[config.mk]
export PLATFORM = sky130hd
export DESIGN_NAME = bbcm_queue
export DESIGN_NICKNAME = d
export VERILOG_FILES = /design/src/sv/bbcm_pkg.sv /design/src/sv/bbcm_queue.sv
export SDC_FILE = /design/constraint.sdc
export NUM_CORES = 1
export LEC_CHECK = 0
export BUFFER_PORTS_ARGS = -buffer_cell sky130_fd_sc_hd__buf_2
export CELL_PAD_IN_SITES_DETAIL_PLACEMENT = 0
export CELL_PAD_IN_SITES_GLOBAL_PLACEMENT = 1
export CORE_MARGIN = 5
export CORE_UTILIZATION = 38
export DETAILED_ROUTE_END_ITERATION = 7
export PLACE_DENSITY_LB_ADDON = 0.08
export SLEW_MARGIN = 30
export SYNTH_ARGS = -nofsm -noshare
export SYNTH_HDL_FRONTEND = slang
export SYNTH_SLANG_ARGS = --single-unit
[constraint.sdc]
create_clock -name clk -period 1.9 [get_ports clk]
set_input_delay 0.285 -clock clk [delete_from_list [all_inputs] [get_ports clk]]
set_output_delay 0.285 -clock clk [all_outputs]
set_load 0.02 [all_outputs]
[src/sv/bbcm_pkg.sv]
// Shared constants and types for the box blur clipped mean unit.
package bbcm_pkg;

  localparam int PIX_W    = 8;
  localparam int HEIGHT_W = 16;
  localparam int WREG_W   = 11;
  localparam int RAD_W    = 2;
  localparam int CFG_W    = 16;
  localparam int IDX_W    = 2;
  localparam int SUM_W    = 14;   // 49 * 255 fits
  localparam int CNT_W    = 6;    // at most 49 window taps

  localparam logic [IDX_W-1:0] REG_FRAME_HEIGHT  = 2'd0;
  localparam logic [IDX_W-1:0] REG_FRAME_WIDTH   = 2'd1;
  localparam logic [IDX_W-1:0] REG_WINDOW_RADIUS = 2'd2;

  localparam logic OP_PIXEL = 1'b0;
  localparam logic OP_DRAIN = 1'b1;

  typedef struct packed {
    logic empty;
    logic full;
  } q_status_t;

endpackage

[src/sv/bbcm_queue.sv]
// Two-entry job queue between the front and back parts.
module bbcm_queue #(
  parameter int JW = 32
) (
  input  logic                clk,
  input  logic                rst,
  input  logic                push,
  input  logic [JW-1:0]       push_data,
  input  logic                pop,
  output logic [JW-1:0]       pop_data,
  output bbcm_pkg::q_status_t status
);

  logic [JW-1:0] entries [2];
  logic          wp;
  logic          rp;
  logic [1:0]    count;
  logic          do_push;
  logic          do_pop;

  assign status.empty = (count == 2'd0);
  assign status.full  = (count == 2'd2);
  assign do_push = push && !status.full;
  assign do_pop  = pop && !status.empty;
  assign pop_data = entries[rp];

  always_ff @(posedge clk) begin
    if (do_push) begin
      entries[wp] <= push_data;
    end
  end

  always_ff @(posedge clk) begin
    if (rst) begin
      wp    <= 1'b0;
      rp    <= 1'b0;
      count <= 2'd0;
    end else begin
      if (do_push) wp <= ~wp;
      if (do_pop) rp <= ~rp;
      case ({do_push, do_pop})
        2'b10:   count <= count + 2'd1;
        2'b01:   count <= count - 2'd1;
        default: count <= count;
      endcase
    end
  end

endmodule

Yosys cells after proc, flatten, opt, wreduce, memory -nomap -nowiden
Memory sizes are Yosys's and may differ from the RTL's. A register that Yosys moved wholly into a read port is not among the register bits.
Index checks and enable logic that the tools add are counted.
{ "classes": {"n_addsub": 2, "mul": 0, "div_mod_pow": 0, "order_cmp": 0, "n_eq_ne": 3, "shift": 0, "n_mux": 5, "bitwise_logic": 2, "reduce_logical": 6} }
{ "op_table": {"columns": ["cell", "count"], "rows": [
  ["2-bit equality test, second input constant", 2],
  ["1-bit two-way mux", 4],
  ["2-bit case mux with 2 select lines", 1],
  ["2-bit by 1-bit adder with 2-bit output, second input constant", 1],
  ["2-bit by 1-bit equality test with 1-bit output, second input constant", 1],
  ["1-bit logical AND", 2],
  ["1-bit zero test", 2],
  ["2-bit zero test", 1],
  ["1-bit NOT", 2],
  ["2-bit nonzero test", 1],
  ["2-bit by 1-bit subtractor with 2-bit output, second input constant", 1]
]} }
{ "totals": {"regBits": 4, "latch_bits": 0, "ram_bits": 64, "rom_bits": 0, "in_bits": 36, "output_inout_bits": 34, "elab_cells": 22, "memories": 1} }
{ "memory_table": {"columns": ["name", "words", "width", "rd", "rd_ports_with_merged_regs", "wr", "line_no", "rtl"], "rows": [
  ["entries", 2, 32, 1, 1, 1, "bbcm_queue.sv:14", "logic [JW-1:0] entries [2];"]
]} }

Logic depth before layout (Yosys ltp)
Gate-level depths: netlist of run 1.
{ "depth": {"word_depth": 5, "ltp_mapped": 6, "depth_no_buf": 6} }

Least setup slack after synthesis of run 1
OpenSTA, ideal clock, no wires.
{ "synth_path": {"kind": "register to register", "start": "register count[0]", "end": "memory entries[0][0], enable pin", "setup_time_ns": 0.387, "arrival_time_ns": 1.580, "required_ns": 1.513, "path_slack_ns": -0.067, "path_stages_with_launch": 5, "synth_period_minus_slack_ns": 1.967, "path_cell_list": "dfxtp_1 -> nand2b_2 -> inv_2 -> or3_1 -> inv_1"} }
{ "synth_lines": {"columns": ["element", "line_no", "rtl"], "rows": [
  ["from (decl)", "bbcm_queue.sv:17", "logic [1:0] count;"],
  ["from (signal assigned)", "bbcm_queue.sv:42", "2'b10: count <= count + 2'd1;"],
  ["from (signal assigned)", "bbcm_queue.sv:43", "2'b01: count <= count - 2'd1;"],
  ["from (signal assigned)", "bbcm_queue.sv:44", "default: count <= count;"],
  ["to (decl)", "bbcm_queue.sv:14", null]
]} }

==> results.md, run 1 <==
* Avg WL per Cell at 15.3 um
* Switching power of the nets at 0.00139 W
* Port bufs at 69
* Die ar. at 0.00838 mm2
* Startpoint Class: flop
* Syn Inst Count at 126
* GR Util All Layers at 0.113
* DRC Markers at 0
* Setup Slack @ Placement at 245 ps
* CTS Hold Bufs at 0
* Post-cts resize count at 0
* Share of power burned in combinational logic at 0.294
* Rel. slew slack at 0.822
* Core area at 0.00642 mm2
* Clock skew at 7.76 ps
* Sequential Power Share at 0.435
* # fillers at 549
* Final Core Density at 0.503
* Max_cap viols at 0
* Largest cells by area after synthesis: edfxtp_1 76%, mux2_1 7.6%, mux2_2 6.7%, dfxtp_1 4.0%, xnor2_1 0.69%
* Setup-failing EPs final at 0
* HPWL after detailed placement at 3140 um
* Setup_tns at 0 ps
* Power per cell area at 1420 mW/mm2
* Initial antenna violation count at 0
* Distinct cells, synth at 19
* First-pass GRT wire length at 7070 um
* Worst vdd ir at 0.559 mV
* Final period util at 0.898
* NumNets Final at 244
* Post-CTS Setup Inserts at 0
* Clk_lat worst skew at 330 ps
* Post-route ant nets at 0
* Register area share after synthesis at 0.801
* Max-slew violations at 0
* Tightest Hold Check Type: primary input to flop
* Ant diodes at 0
* FMAX at 586 MHz
* Clock Sink Count at 69
* Final worst setup slack at 193 ps
* Chip width at 91.5 um
* CTS max path bufs at 2
* RSZ-0062 raised after global routing: no
* Sw frac at 0.303
* First drt pass iteration count at 3
* Area leader, netlist: edfxtp_1
* Max FO, Critical Path at 32
* Total gr overflow at 0
* H-Tree Depth at 3
* Reg clk slew, reported paths at 70 ps
* Register bit total from synthesis at 69
* Final worst path period need at 1710 ps
* Avg Synthesized Cell Area at 20.0 um2
* Met1 usage at 0.117
* Routing usage on met3 at 0.0504
* Vias in the first global route at 1488
* GRT busiest layer: met2
* Cts bufs inserted at 9
* Endpoint class of the critical path: primary output
* Arrival time worst endpoint at 1420 ps
* Share of cells above drive strength 1 at 0.509
* Total Power at 0.00459 W
* Area share of the largest cell type after synthesis at 0.761
* Iteration-0 DRC Markers at 33
* Final Routed Wirelength at 4430 um
* CTS tree: yes
* Starting Density at 0.393
* Syn Std Cell Area at 0.00252 mm2
* GPL Wtd Cong at 0.637
* I/O Pins at 70
* Die Ht at 91.5 um
* Clock Power Share at 0.271
* Grt met2 use at 0.192
* Root buffer cell: clkbuf_8
* Vias/cell at 4.59
* Critical Path RT at 1620 ps
* Static Leak at 1.22 nW
* Syn nets at 163
* CP Class: flop to primary output
* Site Rows at 29
* Synthesis warning total at 0
* DR vias at 1326
* Actual slew at the worst max-slew pin at 266 ps
* Largest net degree at the start of global routing at 33
* Area growth syn-to-layout at 27.9%
* Final hold vios at 0
* Int Pwr at 0.00320 W
* Status: finished, final reports clean
[logic make-up after synthesis]
logic type                 synth area share
DFF                                   0.801
muxes                                 0.143
and+or+nand+nor                      0.0183
buffers and inverters                0.0119
AOI/OAI and AO/OA                    0.0109
xor gates and xnor gates             0.0104
adders and majority gates           0.00495
[critical path: stages (launching register included)]
cell,delay (ps)
dfxtp_2,340
buf_12,210
mux2_1,370
buf_2,170
[synth_stat cells]
library cell and n:
xnor2_1 2, nand2b_2 1, mux2_2 15, xor2_1 1, buf_2 3, inv_1 2, or3_1 2, nor2_1 4
and3_1 1, dfxtp_1 5, inv_2 1, clkbuf_1 1, mux2_1 17, edfxtp_1 64, ha_1 1, o21a_1 1
a21oi_1 2, nand2_1 1, o21ai_0 2
[power groups by stage]
| stage | Combinational (W) | Clock [W] | Sequential, W |
|---|---|---|---|
| 2_1_floorplan | 0.000917 | 0 | 0.00201 |
| 3_3_place_gp | 0.00136 | 0 | 0.00202 |
| 3_5_place_dp | 0.00138 | 0 | 0.00204 |
| 4_1_cts | 0.00139 | 0.00129 | 0.00200 |
| 5_1_grt | 0.00148 | 0.00136 | 0.00201 |
| 6_report | 0.00135 | 0.00124 | 0.00200 |
[registers in the layout, summed over array words and instances (netlist names), named ones only]
| register | cells |
|---|---|
| count | 2 |
| entries | 64 |
| rp | 1 |
| wp | 1 |
[final cells by class]
cell class                      instances  area, um2  area share
Inverter                                3       15.0     0.00465
Tap cell                               77       96.3      0.0298
Multi-Input combinational cell         50        474       0.147
Clock buffer                            9        124      0.0383
Sequential cell                        69       2020       0.626
Clock inverter                          7       90.1      0.0279
Timing Repair Buffer                   74        408       0.126
[worst paths after layout]
path | from | to | slack (ps) | cells past startpoint
setup / recovery | flop | pop_data[0] | 190 | 3
hold / removal | push_data[5] | entries[0][5] | 140 | 1
setup reg to reg | count[0] | entries[0][31] | 250 | 5
hold reg to reg | wp | wp | 500 | 2
[per-stage QoR]
stage	hold WS [ps]	instance area [um2]	std cells
2_1_floorplan	354	2530	126
3_3_place_gp	472	3020	273
3_5_place_dp	476	3020	273
4_1_cts	115	3230	289
5_1_grt	111	3230	289
6_report	136	3230	289
[layout by cell type, fill, tap and decap left out, drive strengths merged]
cell      count
nor2          4
mux2         32
or3           2
ha            1
o21a          1
dfxtp         5
xor2          1
clkinv        2
nand2         1
o21ai         2
and3          1
inv           2
edfxtp       64
clkinvlp      4
nand2b        1
buf          74
clkbuf        9
bufinv        2
xnor2         2
a21oi         2
[routing by layer]
metal / wire length (um) / part of all wire / up-vias
met3: 340 / 0.077 / 6
li1: - / - / 645
met5: 0 / 0 / -
met2: 2300 / 0.52 / 45
met1: 1750 / 0.39 / 630
met4: 46 / 0.010 / 0
Power figures use the tool's default switching activity.
==> run 2: changes to the inputs <==
Settings changed: GPL_TIMING_DRIVEN from default to 0.
==> results.md, run 2 (synthesis results as in run 1) <==
* Status: finished, final reports clean
* Final worst path period need at 1760 ps (+57.0 ps)
* Core area at 0.00642 mm2 (unchanged)
* Final period util at 0.928 (+0.0300)
* Die ar. at 0.00838 mm2 (unchanged)
* Reg clk slew, reported paths at 60 ps (about the same)
* Starting Density at 0.393 (unchanged)
* DRC Markers at 0 (unchanged)
* Endpoint class of the critical path: primary output
* CTS Hold Bufs at 0 (unchanged)
* Tightest Hold Check Type: primary input to flop
* GR Util All Layers at 0.113 (+0.000429)
* NumNets Final at 244 (unchanged)
* Power per cell area at 1380 mW/mm2 (-2.8%)
* Final non-filler cell area at 0.00318 mm2 (-1.5%)
* Setup-failing EPs final at 0 (unchanged)
* Initial antenna violation count at 0 (unchanged)
* CP cell instances: buf_4 -> mux2_2 -> buf_2
* Ant diodes at 0 (unchanged)
* Reg2reg start: count[0]
* Rel. slew slack at 0.730 (-0.0926)
* Final Routed Wirelength at 4550 um (+2.6%)
* CTS tree: yes
* Root buffer cell: clkbuf_8
* First-pass GRT wire length at 7140 um (+0.98%)
* Worst vdd ir at 0.617 mV (+10%)
* DP Area at 0.00300 mm2 (-0.58%)
* RSZ-0062 raised after global routing: no
* H-Tree Depth at 3 (unchanged)
* Critical Path RT at 1620 ps (about the same)
* Largest reg by FF count: entries
* Clock Sink Count at 69 (unchanged)
* Most common cell after layout, fill and taps aside: buf_2
* Cts bufs inserted at 9 (unchanged)
* First drt pass iteration count at 4 (+1)
* Largest net degree at the start of global routing at 20 (-39%)
* Critical path's largest stage delay at 410 ps (+40 ps)
* Avg WL per Cell at 15.8 um (+3.3%)
* HP Start: push_data[11]
* Max FO, Critical Path at 10 (-69%)
* Total gr overflow at 0 (unchanged)
* FMAX at 567 MHz (-3.2%)
* Die Ht at 91.5 um (unchanged)
* Iteration-0 DRC Markers at 40 (+21%)
* Startpoint Class: flop
* Max-slew violations at 0 (unchanged)
* Post-CTS Setup Inserts at 0 (unchanged)
* Arrival time worst endpoint at 1480 ps (+60 ps)
* I/O Pins at 70 (unchanged)
* Max_cap viols at 0 (unchanged)
* Chip width at 91.5 um (unchanged)
* # fillers at 567 (+3.3%)
* Max reg flops at 64 (unchanged)
* Post-route ant nets at 0 (unchanged)
* Worst path slowest cell: dfxtp_1
* Final hold vios at 0 (unchanged)
* Vias/cell at 4.62 (+0.77%)
* CP Class: flop to primary output
* Top flop regs: entries: 64 flops, count: 2 flops
* CTS max path bufs at 2 (unchanged)
* Placed cell count at 273 (unchanged)
* Layout Cells excl Fill at 287 (-0.69%)
* Actual slew at the worst max-slew pin at 404 ps (+138 ps)
* Clock skew at 5.29 ps (-2.47 ps)
* Static Leak at 1.21 nW (-1.3%)
* Vias in the first global route at 1502 (+0.94%)
* Area growth syn-to-layout at 26.0%
* Clk_lat worst skew at 320 ps (about the same)
* Port bufs at 69 (unchanged)
* HPWL after detailed placement at 3040 um (-3.2%)
* Commonest non-fill, non-tap cells in the layout: 69 x buf_2, 64 x edfxtp_1, 17 x mux2_1
* Share of cells above drive strength 1 at 0.495 (-0.0142)
* Site Rows at 29 (unchanged)
* GPL Wtd Cong at 0.642 (+0.74%)
* DR vias at 1327 (+0.075%)
==> run 2: cell types whose count changed in the layout (fill, tap and decap cells not counted), sizes merged <==
cell	before	now
buf	74	73
bufinv	2	1
clkinvlp	4	2
clkbuf	9	11
==> run 2: where the power goes <==
| group | internal [W] | total [W] | switching, W |
|---|---|---|---|
| Combinational | 0.000531 | 0.00133 | 0.000799 |
| Clock | 0.000586 | 0.00106 | 0.000474 |
| Sequential | 0.00192 | 0.00200 | 0.0000795 |
==> run 2: per-layer routing <==
metal  GRT usage  up-vias  share of wire
met5           0        -              0
met4      0.0603        0          0.020
met3      0.0314        9          0.059
met2       0.187       46           0.51
met1       0.134      627           0.41
li1            -      645              -
==> run 2: final cells by class <==
class,instances,area (um2),area share
buffer,3,22.5,0.00708
tap,77,96.3,0.0303
sequential,69,2020,0.636
clock buffer,11,131,0.0413
multi-input combinational,50,474,0.149
clock inverter,3,38.8,0.0122
inverter,3,15.0,0.00472
timing repair buffer,70,373,0.117
timing repair inverter,1,7.51,0.00236
==> run 2: worst paths after layout <==
kind / endpoint / slack (ps) / cells past startpoint
max: pop_data[28] / 140 / 3
min: entries[0][11] / 150 / 1
max reg2reg: entries[0][16] / 150 / 4
min reg2reg: rp / 530 / 2
==> run 2: timing repair <==
| action | in CTS | in global routing |
|---|---|---|
| gates resized for setup | 4 | 0 |
| endpoints found under the setup margin | 62 | 0 |
| hold endpoints to repair | 0 | 0 |
==> run 2: worst max-delay path: cells and delay by family, from the launching register on <==
family	cells	cell delay [ps]
buf+inv	2	390
flops	1	410
mux	1	350
==> run 2: metrics by stage <==
| step | TNS [ps] | worst slack, ps | power (W) | hold slack, ps | util |
|---|---|---|---|---|---|
| 2_1_floorplan | 0 | 120 | 0.00292 | 354 | - |
| 3_3_place_gp | -9040 | -284 | 0.00332 | 469 | 0.462 |
| 3_5_place_dp | -1560 | -50.5 | 0.00338 | 476 | 0.467 |
| 4_1_cts | 0 | 75.0 | 0.00448 | 127 | 0.495 |
| 5_1_grt | 0 | 24.0 | 0.00464 | 130 | 0.495 |
| 6_report | 0 | 136 | 0.00439 | 147 | 0.495 |
==> run 3: changes to the inputs <==
Settings changed: RECOVER_POWER from default to 25, TNS_END_PERCENT from default to 20.
==> results.md, run 3 (synthesis results as in run 1) <==
* GRT busiest layer: met2
* Area growth syn-to-layout at 25.9% (about the same)
* Setup_tns at 0 ps (unchanged)
* GPL Wtd Cong at 0.642 (unchanged)
* Endpoint class of the critical path: flop
* Vias/cell at 4.66 (+0.73%)
* Core area at 0.00642 mm2 (unchanged)
* First drt pass iteration count at 4 (unchanged)
* CTS tree: yes
* Max-slew violations at 0 (unchanged)
* Largest reg by FF count: entries
* Site Rows at 29 (unchanged)
* Grt met2 use at 0.188 (+0.00122)
* Die Ht at 91.5 um (unchanged)
* Vias in the first global route at 1500 (-0.13%)
* Total gr overflow at 0 (unchanged)
* Int Pwr at 0.00305 W (+0.24%)
* First-pass GRT wire length at 7060 um (-1.2%)
* Clk_lat worst skew at 320 ps (about the same)
* Clock skew at 6.53 ps (+1.24 ps)
* Share of cells above drive strength 1 at 0.502 (+0.00715)
* Chip width at 91.5 um (unchanged)
* Root buffer cell: clkbuf_8
* DRC Markers at 0 (unchanged)
* Total Power at 0.00439 W (about the same)
* Critical Path RT at 1740 ps (+120 ps)
* CP Class: flop to flop
* Setup-failing EPs final at 0 (unchanged)
* Final Routed Wirelength at 4500 um (-1.0%)
* Switching power of the nets at 0.00134 W (-0.66%)
* Cts bufs inserted at 9 (unchanged)
* Iteration-0 DRC Markers at 56 (+40%)
* Share of power burned in combinational logic at 0.301 (-0.002)
* Static Leak at 1.21 nW (about the same)
* Worst vdd ir at 0.720 mV (+17%)
* Sequential Power Share at 0.458 (+0.002)
* Top flop regs: entries: 64 flops, count: 2 flops
* Rel. slew slack at 0.509 (-0.221)
* H-Tree Depth at 3 (unchanged)
* Most common cell after layout, fill and taps aside: buf_2
* NumNets Final at 243 (-0.41%)
* Startpoint Class: flop
* Routing usage on met3 at 0.0314 (unchanged)
* Max_cap viols at 0 (unchanged)
* HPWL after detailed placement at 3040 um (unchanged)
* Actual slew at the worst max-slew pin at 735 ps (+331 ps)
* Clock Power Share at 0.241 (about the same)
* Initial antenna violation count at 0 (unchanged)
* Arrival time worst endpoint at 1660 ps (+180 ps)
* Met1 usage at 0.127 (-0.00643)
* Status: finished, final reports clean
* Final period util at 0.958 (+0.0296)
* Max reg flops at 64 (unchanged)
* DR vias at 1332 (+0.38%)
* Port bufs at 69 (unchanged)
* Sw frac at 0.306 (-0.00191)
* Clock Sink Count at 69 (unchanged)
* FMAX at 549 MHz (-3.1%)
* # fillers at 566 (-0.18%)
* Commonest non-fill, non-tap cells in the layout: 69 x buf_2, 64 x edfxtp_1, 17 x mux2_1
* GR Util All Layers at 0.111 (-0.00176)
* Tightest Hold Check Type: primary input to flop
* Largest net degree at the start of global routing at 33 (+65%)
* Die ar. at 0.00838 mm2 (unchanged)
* Max FO, Critical Path at 32 (+22)
* RSZ-0062 raised after global routing: yes
* Final worst path period need at 1820 ps (+56.2 ps)
* Final hold vios at 0 (unchanged)
* Post-route ant nets at 0 (unchanged)
* I/O Pins at 70 (unchanged)
* Starting Density at 0.393 (unchanged)
* Ant diodes at 0 (unchanged)
* Power per cell area at 1380 mW/mm2 (about the same)
* Avg WL per Cell at 15.7 um (-0.69%)
* CTS max path bufs at 2 (unchanged)
* Reg clk slew, reported paths at 70 ps (about the same)
run 3: cell count changes in the layout (fill, tap and decap cells not counted):
| cell | delta |
|---|---|
| dfxtp_1 | -1 |
| or3_4 | +1 |
| dfxtp_2 | +1 |
| or3_1 | -1 |
| clkinvlp_4 | -1 |
run 3: metrics by stage:
stage | hold slack, ps | area, um2 | instances | utilization | setup slack, ps
after CTS | 127 | 3180 | 286 | 0.495 | 9.03
final | 146 | 3180 | 286 | 0.495 | 79.8
after detailed placement | 476 | 3000 | 273 | 0.467 | -50.5
after global routing | 130 | 3180 | 286 | 0.495 | -84.0
after floorplan | 354 | 2530 | 126 | - | 120
after global placement | 469 | 2970 | 272 | 0.462 | -284
run 3: timing repair:
| item | 4_1_cts | 5_1_grt |
|---|---|---|
| endpoints found under the setup margin | 62 | 32 |
| hold buffers | 0 | 0 |
| buffers inserted | 0 | 0 |
| resized for setup | 5 | 0 |
run 3: critical path: stages (launching register included):
cell and delay [ps]:
dfxtp_2 350, nand2b_2 200, inv_2 70, or3_4 130, clkinvlp_4 580
run 3: path summary, 6_finish.rpt:
check | startpoint | endpoint | slack [ps] | cells past startpoint
worst max-delay path | count[0] | entries[0][2] | 80 | 4
worst max register to register | count[0] | entries[0][2] | 80 | 4
worst min-delay path | push_data[11] | entries[0][11] | 150 | 1
worst min register to register | rp | rp | 530 | 2
run 3: layer usage:
layer | share of wire | up-vias
li1 | - | 643
met1 | 0.41 | 635
met2 | 0.52 | 46
met3 | 0.057 | 8
met4 | 0.016 | 0
met5 | 0 | -
run 3: final cells by class:
cell class,instances,area (um2),area share
plain buffers,3,22.5,0.00708
multi-input cells,50,479,0.151
flip-flops and latches,69,2020,0.636
clock inverters,3,38.8,0.0122
well taps,77,96.3,0.0303
inverters,3,15.0,0.00472
repair buffers,70,373,0.117
clock buffers,11,131,0.0413
run 3: power groups by stage:
stage	clock, W	combinational (W)	sequential, W
finish	0.00106	0.00132	0.00201
global route	0.00116	0.00145	0.00203
CTS	0.00110	0.00136	0.00202
detailed placement	0	0.00135	0.00203
global placement	0	0.00130	0.00202
floorplan	0	0.000917	0.00201
