===== config.mk =====
export PLATFORM = sky130hd
export DESIGN_NAME = bbcm_front
export DESIGN_NICKNAME = d
export VERILOG_FILES = /design/src/sv/bbcm_pkg.sv /design/src/sv/bbcm_front.sv
export SDC_FILE = /design/constraint.sdc
export NUM_CORES = 1
export LEC_CHECK = 0
export BUFFER_PORTS_ARGS = -buffer_cell sky130_fd_sc_hd__buf_2
export CORE_ASPECT_RATIO = 1.4
export CORE_UTILIZATION = 40
export CTS_CLUSTER_SIZE = 20
export DETAILED_ROUTE_END_ITERATION = 8
export SYNTH_ARGS = -nofsm -noshare
export SYNTH_HDL_FRONTEND = slang
export SYNTH_SLANG_ARGS = --single-unit

===== constraint.sdc =====
create_clock -name clk -period 14.5 [get_ports clk]
set_input_delay 2.9 -clock clk [delete_from_list [all_inputs] [get_ports clk]]
set_output_delay 2.9 -clock clk [all_outputs]
set_load 0.02 [all_outputs]

===== src/sv/bbcm_pkg.sv =====
// Shared constants and types for the box blur clipped mean unit.
package bbcm_pkg;

  localparam int PIX_W    = 8;
  localparam int HEIGHT_W = 16;
  localparam int WREG_W   = 11;
  localparam int RAD_W    = 2;
  localparam int CFG_W    = 16;
  localparam int IDX_W    = 2;
  localparam int SUM_W    = 14;   // 49 * 255 fits
  localparam int CNT_W    = 6;    // at most 49 window taps

  localparam logic [IDX_W-1:0] REG_FRAME_HEIGHT  = 2'd0;
  localparam logic [IDX_W-1:0] REG_FRAME_WIDTH   = 2'd1;
  localparam logic [IDX_W-1:0] REG_WINDOW_RADIUS = 2'd2;

  localparam logic OP_PIXEL = 1'b0;
  localparam logic OP_DRAIN = 1'b1;

  typedef struct packed {
    logic empty;
    logic full;
  } q_status_t;

endpackage


===== src/sv/bbcm_front.sv =====
// Front part: config registers, input position tracking, line store writes, job issue.
module bbcm_front #(
  parameter int MAX_WIDTH  = 1024,
  parameter int MAX_RADIUS = 3
) (
  input  logic                           clk,
  input  logic                           rst,
  input  logic                           cfg_we,
  input  logic [bbcm_pkg::IDX_W-1:0]     cfg_index,
  input  logic [bbcm_pkg::CFG_W-1:0]     cfg_data,
  input  logic                           s_tvalid,
  output logic                           s_tready,
  input  logic [bbcm_pkg::PIX_W-1:0]     s_tdata,
  input  logic [0:0]                     s_tuser,
  input  bbcm_pkg::q_status_t            q_status,
  input  logic                           back_busy,
  output logic                           job_push,
  output logic [bbcm_pkg::HEIGHT_W-1:0]  job_row,
  output logic [$clog2(MAX_WIDTH)-1:0]   job_col,
  output logic [$clog2((2*MAX_RADIUS+1)*MAX_WIDTH)-1:0] job_addr,
  output logic                           job_last,
  output logic                           mem_we,
  output logic [$clog2((2*MAX_RADIUS+1)*MAX_WIDTH)-1:0] mem_waddr,
  output logic [bbcm_pkg::PIX_W-1:0]     mem_wdata,
  output logic [$clog2(MAX_WIDTH+1)-1:0] w_eff,
  output logic [bbcm_pkg::HEIGHT_W-1:0]  h_eff,
  output logic [bbcm_pkg::RAD_W-1:0]     r_eff,
  output logic [$clog2(3*MAX_WIDTH+5)-1:0] rw_r
);

  localparam int DEPTH = (2*MAX_RADIUS+1)*MAX_WIDTH;
  localparam int AW    = $clog2(DEPTH);
  localparam int CW    = $clog2(MAX_WIDTH);
  localparam int WW    = $clog2(MAX_WIDTH+1);
  localparam int LW    = $clog2(3*MAX_WIDTH+5);

  logic [bbcm_pkg::HEIGHT_W-1:0] frame_height;
  logic [bbcm_pkg::WREG_W-1:0]   frame_width;
  logic [bbcm_pkg::RAD_W-1:0]    window_radius;

  logic [bbcm_pkg::HEIGHT_W-1:0] in_row;
  logic [CW-1:0]                 in_col;
  logic [AW-1:0]                 in_addr;
  logic                          in_done;
  logic [LW-1:0]                 pending;
  logic [bbcm_pkg::HEIGHT_W-1:0] out_row;
  logic [CW-1:0]                 out_col;
  logic [AW-1:0]                 out_addr;
  logic                          flush_wait;

  logic accept;
  logic drain;
  logic pix_ok;
  logic emit;
  logic in_col_end;
  logic in_row_end;
  logic out_col_end;
  logic out_row_end;

  always_comb begin
    if (frame_width == '0) begin
      w_eff = WW'(1);
    end else if (32'(frame_width) > 32'(MAX_WIDTH)) begin
      w_eff = WW'(MAX_WIDTH);
    end else begin
      w_eff = WW'(frame_width);
    end
  end

  assign h_eff = (frame_height == '0) ? bbcm_pkg::HEIGHT_W'(1) : frame_height;
  assign r_eff = (32'(window_radius) > 32'(MAX_RADIUS)) ?
                 bbcm_pkg::RAD_W'(MAX_RADIUS) : window_radius;
  assign rw_r  = LW'(32'(r_eff) * 32'(w_eff) + 32'(r_eff));

  assign s_tready = !flush_wait && !q_status.full;
  assign accept   = s_tvalid && s_tready;
  assign drain    = (s_tuser[0] == bbcm_pkg::OP_DRAIN);
  assign pix_ok   = accept && !drain && !in_done;

  assign in_col_end  = (32'(in_col) + 32'd1 == 32'(w_eff));
  assign in_row_end  = (32'(in_row) + 32'd1 == 32'(h_eff));
  assign out_col_end = (32'(out_col) + 32'd1 == 32'(w_eff));
  assign out_row_end = (32'(out_row) + 32'd1 == 32'(h_eff));

  // A pixel emits once the lag from the oldest pending output reaches R*W+R+1.
  always_comb begin
    emit = 1'b0;
    if (pix_ok) begin
      emit = (32'(pending) + 32'd1 == 32'(rw_r) + 32'd1);
    end else if (accept && drain) begin
      emit = in_done && (pending != '0);
    end
  end

  assign job_push  = emit;
  assign job_row   = out_row;
  assign job_col   = out_col;
  assign job_addr  = out_addr;
  assign job_last  = out_col_end && out_row_end;
  assign mem_we    = pix_ok;
  assign mem_waddr = in_addr;
  assign mem_wdata = s_tdata;

  always_ff @(posedge clk) begin
    if (rst) begin
      frame_height  <= bbcm_pkg::HEIGHT_W'(480);
      frame_width   <= bbcm_pkg::WREG_W'(640);
      window_radius <= bbcm_pkg::RAD_W'(1);
      in_row        <= '0;
      in_col        <= '0;
      in_addr       <= '0;
      in_done       <= 1'b0;
      pending       <= '0;
      out_row       <= '0;
      out_col       <= '0;
      out_addr      <= '0;
      flush_wait    <= 1'b0;
    end else if (cfg_we) begin
      case (cfg_index)
        bbcm_pkg::REG_FRAME_HEIGHT:  frame_height  <= cfg_data;
        bbcm_pkg::REG_FRAME_WIDTH:   frame_width   <= cfg_data[bbcm_pkg::WREG_W-1:0];
        bbcm_pkg::REG_WINDOW_RADIUS: window_radius <= cfg_data[bbcm_pkg::RAD_W-1:0];
        default: ;
      endcase
      if (cfg_index == bbcm_pkg::REG_FRAME_HEIGHT || cfg_index == bbcm_pkg::REG_FRAME_WIDTH ||
          cfg_index == bbcm_pkg::REG_WINDOW_RADIUS) begin
        in_row     <= '0;
        in_col     <= '0;
        in_addr    <= '0;
        in_done    <= 1'b0;
        pending    <= '0;
        out_row    <= '0;
        out_col    <= '0;
        out_addr   <= '0;
        flush_wait <= 1'b0;
      end
    end else if (emit && job_last) begin
      // last output: new frame starts, hold input until the back has read the old one
      in_row     <= '0;
      in_col     <= '0;
      in_addr    <= '0;
      in_done    <= 1'b0;
      pending    <= '0;
      out_row    <= '0;
      out_col    <= '0;
      out_addr   <= '0;
      flush_wait <= 1'b1;
    end else begin
      if (flush_wait && q_status.empty && !back_busy) begin
        flush_wait <= 1'b0;
      end
      if (pix_ok) begin
        in_addr <= (in_addr == AW'(DEPTH-1)) ? '0 : in_addr + AW'(1);
        if (in_col_end) begin
          in_col <= '0;
          in_row <= in_row + bbcm_pkg::HEIGHT_W'(1);
          if (in_row_end) in_done <= 1'b1;
        end else begin
          in_col <= in_col + CW'(1);
        end
        if (!emit) pending <= pending + LW'(1);
      end else if (emit) begin
        pending <= pending - LW'(1);
      end
      if (emit) begin
        out_addr <= (out_addr == AW'(DEPTH-1)) ? '0 : out_addr + AW'(1);
        if (out_col_end) begin
          out_col <= '0;
          out_row <= out_row + bbcm_pkg::HEIGHT_W'(1);
        end else begin
          out_col <= out_col + CW'(1);
        end
      end
    end
  end

endmodule


# Yosys cells after proc, flatten, opt, wreduce, memory -nomap -nowiden
# Index checks and enable logic that the tools add are counted.
[word_totals] inputBits=34 regBits=121
[op_classes] magnitude_cmp=1 mux=47 n_mul=1 reduce_logical=38 addsub=15 eq_ne=11
[op_table] op="2-to-1 mux 16 bit" n=10
[op_table] op="2-to-1 mux 13 bit" n=9
[op_table] op="2-to-1 mux 10 bit" n=9
[op_table] op="2-to-1 mux 12 bit" n=6
[op_table] op="adder 16 x 1 -> 17 bit, second input constant" n=2
[op_table] op="equality test 17 x 16 -> 1 bit" n=2
[op_table] op="adder 16 x 1 -> 16 bit, second input constant" n=2
[op_table] op="adder 12 x 1 -> 13 bit, second input constant" n=2
[op_table] op="adder 13 x 1 -> 13 bit, second input constant" n=2
[op_table] op="equality test 13 bit, second input constant" n=2
[op_table] op="adder 10 x 1 -> 11 bit, second input constant" n=2
[op_table] op="equality test 11 bit" n=2
[op_table] op="2-to-1 mux 11 bit" n=2
[op_table] op="adder 10 x 1 -> 10 bit, second input constant" n=2
[op_table] op="nonzero test 3 bit" n=6
[op_table] op="logical NOT 16 bit" n=1
[op_table] op="equality test 13 bit" n=1
[op_table] op="adder 12 x 1 -> 12 bit, second input constant" n=1
[op_table] op="adder 12 x 2 -> 12 bit" n=1
[op_table] op="multiplier 2 x 11 -> 12 bit" n=1
[op_table] op="AND reduction 2 bit" n=6
[op_table] op="nonzero test 12 bit" n=1
[op_table] op="subtractor 12 x 1 -> 12 bit, second input constant" n=1
[op_table] op="greater-than comparator 11 bit, second input constant" n=1
[op_table] op="13 further kinds" n=39

# Depth between registers and ports, before layout
# Gate-level depths: netlist of run 1.
[logic_depth] ltp_word=12 ltp_mapped=24 mapped_depth_nobuf=19

# Least setup slack after synthesis of run 1
# Ideal clock, no wire load.
[synth_path] path_type="in2out" from="input q_status[0] (netlist name)" to="output job_push" path_slack_ns=6.836 arrival_time_ns=4.764 required_ns=11.600 n_path_buf=1 stages=9 path_cell_list="nor2_1 -> nand2_1 -> or3_1 -> inv_1 -> nand4_1 -> nor3_1 -> o2111a_2 -> buf_6 -> or2_2"
[synth_via] elab_chain_len=6
[synth_rtl] item="from (decl)" line="bbcm_front.sv:15" source="input bbcm_pkg::q_status_t q_status,"
[synth_rtl] item="logical NOT 1 bit *" line="bbcm_front.sv:75" source="assign s_tready = !flush_wait && !q_status.full;"
[synth_rtl] item="logical AND 1 bit *" line="bbcm_front.sv:75"
[synth_rtl] item="logical AND 1 bit *" line="bbcm_front.sv:76" source="assign accept = s_tvalid && s_tready;"
[synth_rtl] item="logical AND 1 bit (on tied branches)" line="bbcm_front.sv:90, bbcm_front.sv:78"
[synth_rtl] item="2-to-1 mux 1 bit / logical AND 1 bit (equally long branches)" line="bbcm_front.sv:90, bbcm_front.sv:78"
[synth_rtl] item="2-to-1 mux 1 bit *" line="bbcm_front.sv:88" source="if (pix_ok) begin"
[synth_rtl] item="to (decl)" line="bbcm_front.sv:17" source="output logic job_push,"
# Every way passes the cells marked *; elsewhere a longest branch is shown, timed or not.

# Worst setup path after layout of run 1
[layout_path] from="register frame_width[10] (netlist name)" to="output job_push"
[layout_via] elab_chain_len=8
[layout_rtl] item="from (decl)" line="bbcm_front.sv:38" source="logic [bbcm_pkg::WREG_W-1:0] frame_width;"
[layout_rtl] item="from (signal assigned)" line="bbcm_front.sv:107" source="frame_width <= bbcm_pkg::WREG_W'(640);"
[layout_rtl] item="from (signal assigned)" line="bbcm_front.sv:121" source="bbcm_pkg::REG_FRAME_WIDTH: frame_width <= cfg_data[bbcm_pkg::WREG_W-1:0];"
[layout_rtl] item="greater-than comparator 11 bit" line="bbcm_front.sv:63" source="end else if (32'(frame_width) > 32'(MAX_WIDTH)) begin"
[layout_rtl] item="2-to-1 mux 11 bit" line="bbcm_front.sv:63"
[layout_rtl] item="2-to-1 mux 11 bit *" line="bbcm_front.sv:61" source="if (frame_width == '0) begin"
[layout_rtl] item="multiplier 2 x 11 -> 12 bit *" line="bbcm_front.sv:73" source="assign rw_r = LW'(32'(r_eff) * 32'(w_eff) + 32'(r_eff));"
[layout_rtl] item="adder 12 x 2 -> 12 bit *" line="bbcm_front.sv:73"
[layout_rtl] item="adder 12 x 1 -> 13 bit *" line="bbcm_front.sv:89" source="emit = (32'(pending) + 32'd1 == 32'(rw_r) + 32'd1);"
[layout_rtl] item="equality test 13 bit *" line="bbcm_front.sv:89"
[layout_rtl] item="2-to-1 mux 1 bit *" line="bbcm_front.sv:88"
# Marked as above.

==> results of run 1 <==
-- placed cells by master, fill, tap and decap left out, types with 25 or more instances in the layout --
cell type	count
nand2_1	138
dfxtp_1	121
buf_2	121
a21oi_1	100
xnor2_1	70
nand3_1	59
inv_1	56
nor2_1	52
o21ai_0	47
xor2_1	39
ha_1	38
and2_1	26
and3_1	26
nand4_1	25
-- where the power goes --
group	internal (mW)	switching, mW
registers	0.343	0.0223
logic	0.0729	0.109
clock network	0.281	0.171
total	0.697	0.303
-- path summary, 6_finish.rpt --
| check | to | startpoint | depth (start not counted) | slack (ns) |
|---|---|---|---|---|
| max | job_push | frame_width[10] | 18 | 6.24 |
| min | frame_width[0] | frame_width[0] | 2 | 0.47 |
| max reg2reg | in_col[7] | frame_width[10] | 19 | 8.30 |
| min reg2reg | frame_width[0] | frame_width[0] | 2 | 0.47 |
-- routing by layer --
metal	share of wire (%)	up-vias
li1	-	4450
met3	5.1	55
met4	3.4	0
met2	49	273
met1	43	4304
met5	0	-
-- critical path, stage by stage (launching register included) --
cell,delay [ns]
dfxtp_1,0.77
nor2b_1,0.10
a41o_1,0.32
nand2_1,0.13
fa_1,0.42
inv_1,0.07
ha_1,0.18
inv_1,0.06
fa_1,0.39
and2b_1,0.24
o22ai_1,0.12
xnor2_2,0.26
and4_1,0.34
nand4_2,0.13
or4b_1,0.49
o2111ai_1,0.16
o2111a_2,0.42
or2_2,0.18
buf_2,0.16
-- cell type report --
class | instances | area share, %
inverter | 57 | 2.057
timing repair buffer | 127 | 6.254
clock buffer | 19 | 4.354
clock inverter | 12 | 1.564
sequential | 121 | 23.29
antenna | 1 | 0.02406
tap | 301 | 3.620
multi-input combinational | 933 | 58.84
-- registers in the layout, indices dropped and copies added (netlist names) --
signal,cells
frame_height,16
in_row,16
job_row,16
job_addr,13
mem_waddr,13
pending,12
frame_width,11
in_col,10
job_col,10
r_eff,2
flush_wait,1
in_done,1
-- cell families after synthesis --
logic type	share of synthesized area, %
buffers and inverters	7.017
DFF	26.38
muxes	0.5451
adders and majority gates	5.832
xor gates and xnor gates	11.06
and+or+nand+nor	27.28
AOI/OAI and AO/OA	21.88
==> flow_summary_export.csv, run 1 <==
group,metric,value,unit
run_status,status,"finished clean",
die,die_h,181.3,um
setup_path,cp-end-kind,"output pin",
logic_synthesis,ys_ff_latch,121,
logic_synthesis,synthCells,1210,
timing,slew_headroom,21.04,%
timing,setup_viol,0,
global_routing,use_met1,30.45,%
cells_and_area,multi_input_area,6121,um2
global_routing,grt_use_met3,3.494,%
logic_synthesis,synth_area_per_cell,7.589,um2
logic_synthesis,ys_seq_area_share,26.38,%
drt,postRouteWirelength,28590,um
logic_synthesis,synth_ff_type,"dfxtp_1",
global_routing,globalRoute.totalOverflow,0,
place,gp_congestion,0.8907,
drt,routed-via-count,9082,
clocking,postCtsHoldBufs,0,
drt,first_iter_violations,493,
global_routing,grt_use_met2,41.06,%
clocking,ctsResizeCount,0,
clocking,cts_tree,"done",
power_and_ir_drop,p_per_area,96.09,nW/um2
logic_synthesis,async_flop_share,0,%
job,max-cap-violations,0,
die,die_w,130.1,um
cells_and_area,utilization,46.18,%
die,num_rows,65,
place,place_area,9784,um2
worst_hold_path,hold_path_class,"flop to flop",
logic_synthesis,synth_area_leader_cell,"dfxtp_1",
die,start_util,40.76,%
clocking,clkSinkCount,121,
clocking,path_clk_slew,0.06,ns
timing,period_needed,8.258,ns
cells_and_area,regArea,2422,um2
logic_synthesis,yosysMostFrequentCell,"nand2_1",
timing,postLayoutSetupSlackWorst,6.242,ns
timing,rsz0062_at_grt,"no",
place,place_ws,6.571,ns
place,dp_hpwl,20980,um
global_routing,grt_antenna_before_repair,1,
clocking,cts_root_buf,"clkbuf_16",
timing,tightest_slew,1.184,ns
power_and_ir_drop,max-vdd-ir-drop,84.36,uV
place,dp.cells,1539,
logic_synthesis,synth_area_leaders,"dfxtp_1, xnor2_1, nand2_1",
drt,firstDrtPassIters,5,
timing,fin_skew,0.01667,ns
setup_path,critPathRequiredTime,11.60,ns
logic_synthesis,synth_edf_count,0,
setup_path,path_max_fanout,21,
setup_path,cp_data_arrival_time,5.36,ns
power_and_ir_drop,finalPower,0.9995,mW
clocking,cts_buffer_depth,2,
drt,route.detailed.drc,0,
clocking,numCtsBuffers,17,
global_routing,grt.total_usage,24.37,%
logic_synthesis,synth_commonest_cells,"nand2_1, dfxtp_1, a21oi_1, clkbuf_1, xnor2_1",
cells_and_area,final_cells,1571,
timing,period_share,56.95,%
timing,finalHoldViolCount,0,
global_routing,grt_max_degree,84,
logic_synthesis,synth.net_count,1285,
global_routing,grt_pass1_vias,8353,
global_routing,grt_pass1_wl,44650,um
die,die_area,23570,um2
logic_synthesis,yosysUniqueCellTypes,80,
timing,timing.fmax,121.1,MHz
drt,ant_nets,0,
die,core,22530,um2
drt,viasPerCell,5.781,
global_routing,globalRoute.busiestLayer,"met2",
clocking,cts_setup_buffers,0,
power_and_ir_drop,power_leakage,4.148,nW
place,io_buffers,122,
clocking,htree_levels,4,
die,io_pins,139,
setup_path,path_class,"flop to output pin",
cells_and_area,fin_area,10400,um2
timing,maxSlewViolCount,0,
setup_path,start_kind,"flop",
timing,fin_tns_setup,0,ns
logic_synthesis,yosysWarnings,0,
cells_and_area,area_delta_synth_final,13.29,%
logic_synthesis,synth_area,9183,um2
cells_and_area,fillerInstances,2323,
drt,post_drt_wl_per_cell,18.20,um
clocking,clkLatencyLatePin,0.43,ns
timing,hold_ws,0.4750,ns
logic_synthesis,yosys.area.top_type_share,26.38,%
cells_and_area,drive_gt1_share,14.74,%
cells_and_area,num-nets-final,1332,
Power figures use the tool's default switching activity.
==> run 2: changes to the inputs <==
- clock period: 14.5 -> 8.2 ns (I/O delays scaled with it)
==> flow_summary_export.csv, run 2 (same netlist as run 1, synthesis figures left out) <==
group,metric,value,unit
global_routing,grt_max_degree,83,
setup_path,cp_data_arrival_time,5.29,ns
drt,viasPerCell,5.810,
clocking,path_clk_slew,0.06,ns
timing,period_needed,6.932,ns
setup_path,path_class,"flop to output pin",
die,io_pins,139,
die,start_util,40.76,%
clocking,postCtsHoldBufs,0,
global_routing,grt_pass1_vias,8427,
clocking,ctsResizeCount,0,
worst_hold_path,hold_path_class,"flop to flop",
setup_path,worst-path-buf-inv,3,
cells_and_area,layout_common_cells,"nand2_1, dfxtp_1, buf_2",
clocking,cts_root_buf,"clkbuf_16",
clocking,cts_buffer_depth,2,
clocking,numCtsBuffers,17,
cells_and_area,num-nets-final,1332,
clocking,cts_setup_buffers,0,
clocking,clkSinkCount,121,
timing,maxSlewViolCount,0,
timing,setup_viol,0,
timing,timing.fmax,144.3,MHz
timing,postLayoutSetupSlackWorst,1.268,ns
die,die_w,130.1,um
setup_path,cp-end-kind,"output pin",
setup_path,crit_path_top_delay_cell,"dfxtp_1",
job,max-cap-violations,0,
global_routing,grt_antenna_before_repair,0,
timing,period_share,84.54,%
die,core,22530,um2
global_routing,grt_pass1_wl,45120,um
setup_path,path_max_fanout,21,
power_and_ir_drop,power_leakage,4.166,nW
setup_path,cpPeakStageDelay,0.73,ns
cells_and_area,diodes,0,
drt,routed-via-count,9127,
place,place_ws,1.681,ns
clocking,cts_tree,"done",
drt,postRouteWirelength,28360,um
timing,tightest_slew,1.160,ns
cells_and_area,final_common_cell,"nand2_1",
drt,first_iter_violations,603,
die,die_h,181.3,um
power_and_ir_drop,finalPower,1.799,mW
die,die_area,23570,um2
setup_path,cp_cell_sequence,"nor2b_1 -> a41o_1 -> nand2_1 -> fa_1 -> inv_1 -> ha_1 -> inv_1 -> fa_1 -> and2b_1 -> o22ai_1 -> xnor2_2 -> and4_1 -> nand4_2 -> or4b_1 -> o2111ai_1 -> o2111a_2 -> or2_2 -> buf_2",
run_status,status,"finished clean",
timing,rsz0062_at_grt,"no",
place,gp_congestion,0.8829,
setup_path,critPathRequiredTime,6.56,ns
clocking,clkLatencyLatePin,0.42,ns
cells_and_area,area_delta_synth_final,13.63,%
drt,post_drt_wl_per_cell,18.05,um
drt,firstDrtPassIters,5,
die,num_rows,65,
place,dp_hpwl,20890,um
timing,fin_skew,0.01269,ns
drt,route.detailed.drc,0,
power_and_ir_drop,p_per_area,172.5,nW/um2
setup_path,critPathTopFamily,"simple AND/OR/NAND/NOR gates",
clocking,htree_levels,4,
power_and_ir_drop,max-vdd-ir-drop,153.0,uV
drt,ant_nets,0,
global_routing,globalRoute.totalOverflow,0,
timing,slew_headroom,22.61,%
setup_path,start_kind,"flop",
cells_and_area,drive_gt1_share,14.72,%
timing,fin_tns_setup,0,ns
timing,finalHoldViolCount,0,
place,io_buffers,122,
global_routing,grt.total_usage,24.42,%
==> run 2: changes by cell type in the layout (fill, tap and decap cells not counted), sizes merged <==
cell / delta
bufinv: +2
clkbuf: -1
clkinv: +3
clkinvlp: -1
diode: -1
inv: -2
==> run 2: metrics by stage <==
step / instance area (um2) / hold WS [ns] / utilization [%] / instances
floorplan: 9183 / 0.4361 / - / 1210
CTS: 10430 / 0.4740 / 46.31 / 1571
global placement: 9784 / 0.4601 / 43.43 / 1539
global route: 10430 / 0.5091 / 46.31 / 1571
finish: 10430 / 0.4752 / 46.31 / 1571
detailed placement: 9784 / 0.4589 / 43.43 / 1539
==> run 2: where the power goes <==
group	switching (mW)	leakage [nW]	total (mW)	internal, mW
clock	0.293	0.315	0.834	0.542
sequential	0.0383	0.980	0.645	0.607
combinational	0.191	2.87	0.320	0.129
total	0.522	4.17	1.80	1.28
==> run 2: final timing paths <==
kind,from,to,slack [ns],depth (start not counted)
hold reg to reg,frame_height[0],frame_height[0],0.48,2
setup reg to reg,frame_width[10],in_col[7],1.97,19
hold / removal,frame_height[0],frame_height[0],0.48,2
setup / recovery,frame_width[10],job_push,1.27,18
==> run 2: per-layer routing <==
layer / part of all wire (%) / global-route usage [%] / vias up
met2: 50 / 41.96 / 284
met5: 0 / 0 / -
met4: 3.0 / 9.349 / 0
li1: - / - / 4454
met3: 4.7 / 2.932 / 57
met1: 43 / 30.59 / 4332
==> run 2: layout make-up <==
| type | instances | area [um2] |
|---|---|---|
| multi-input combinational | 933 | 6121 |
| sequential | 121 | 2422 |
| timing repair buffer | 127 | 650.6 |
| tap | 301 | 376.6 |
| clock inverter | 14 | 220.2 |
| clock buffer | 18 | 429.2 |
| fill | 2280 | 12090 |
| inverter | 57 | 214.0 |
==> run 2: tightest hold or removal path: cells and delay by family, from the launching register on <==
| kind | cells | cell delay (ns) |
|---|---|---|
| DFF | 1 | 0.31 |
| AOI/OAI and AO/OA | 1 | 0.06 |
| and+or+nand+nor | 1 | 0.05 |
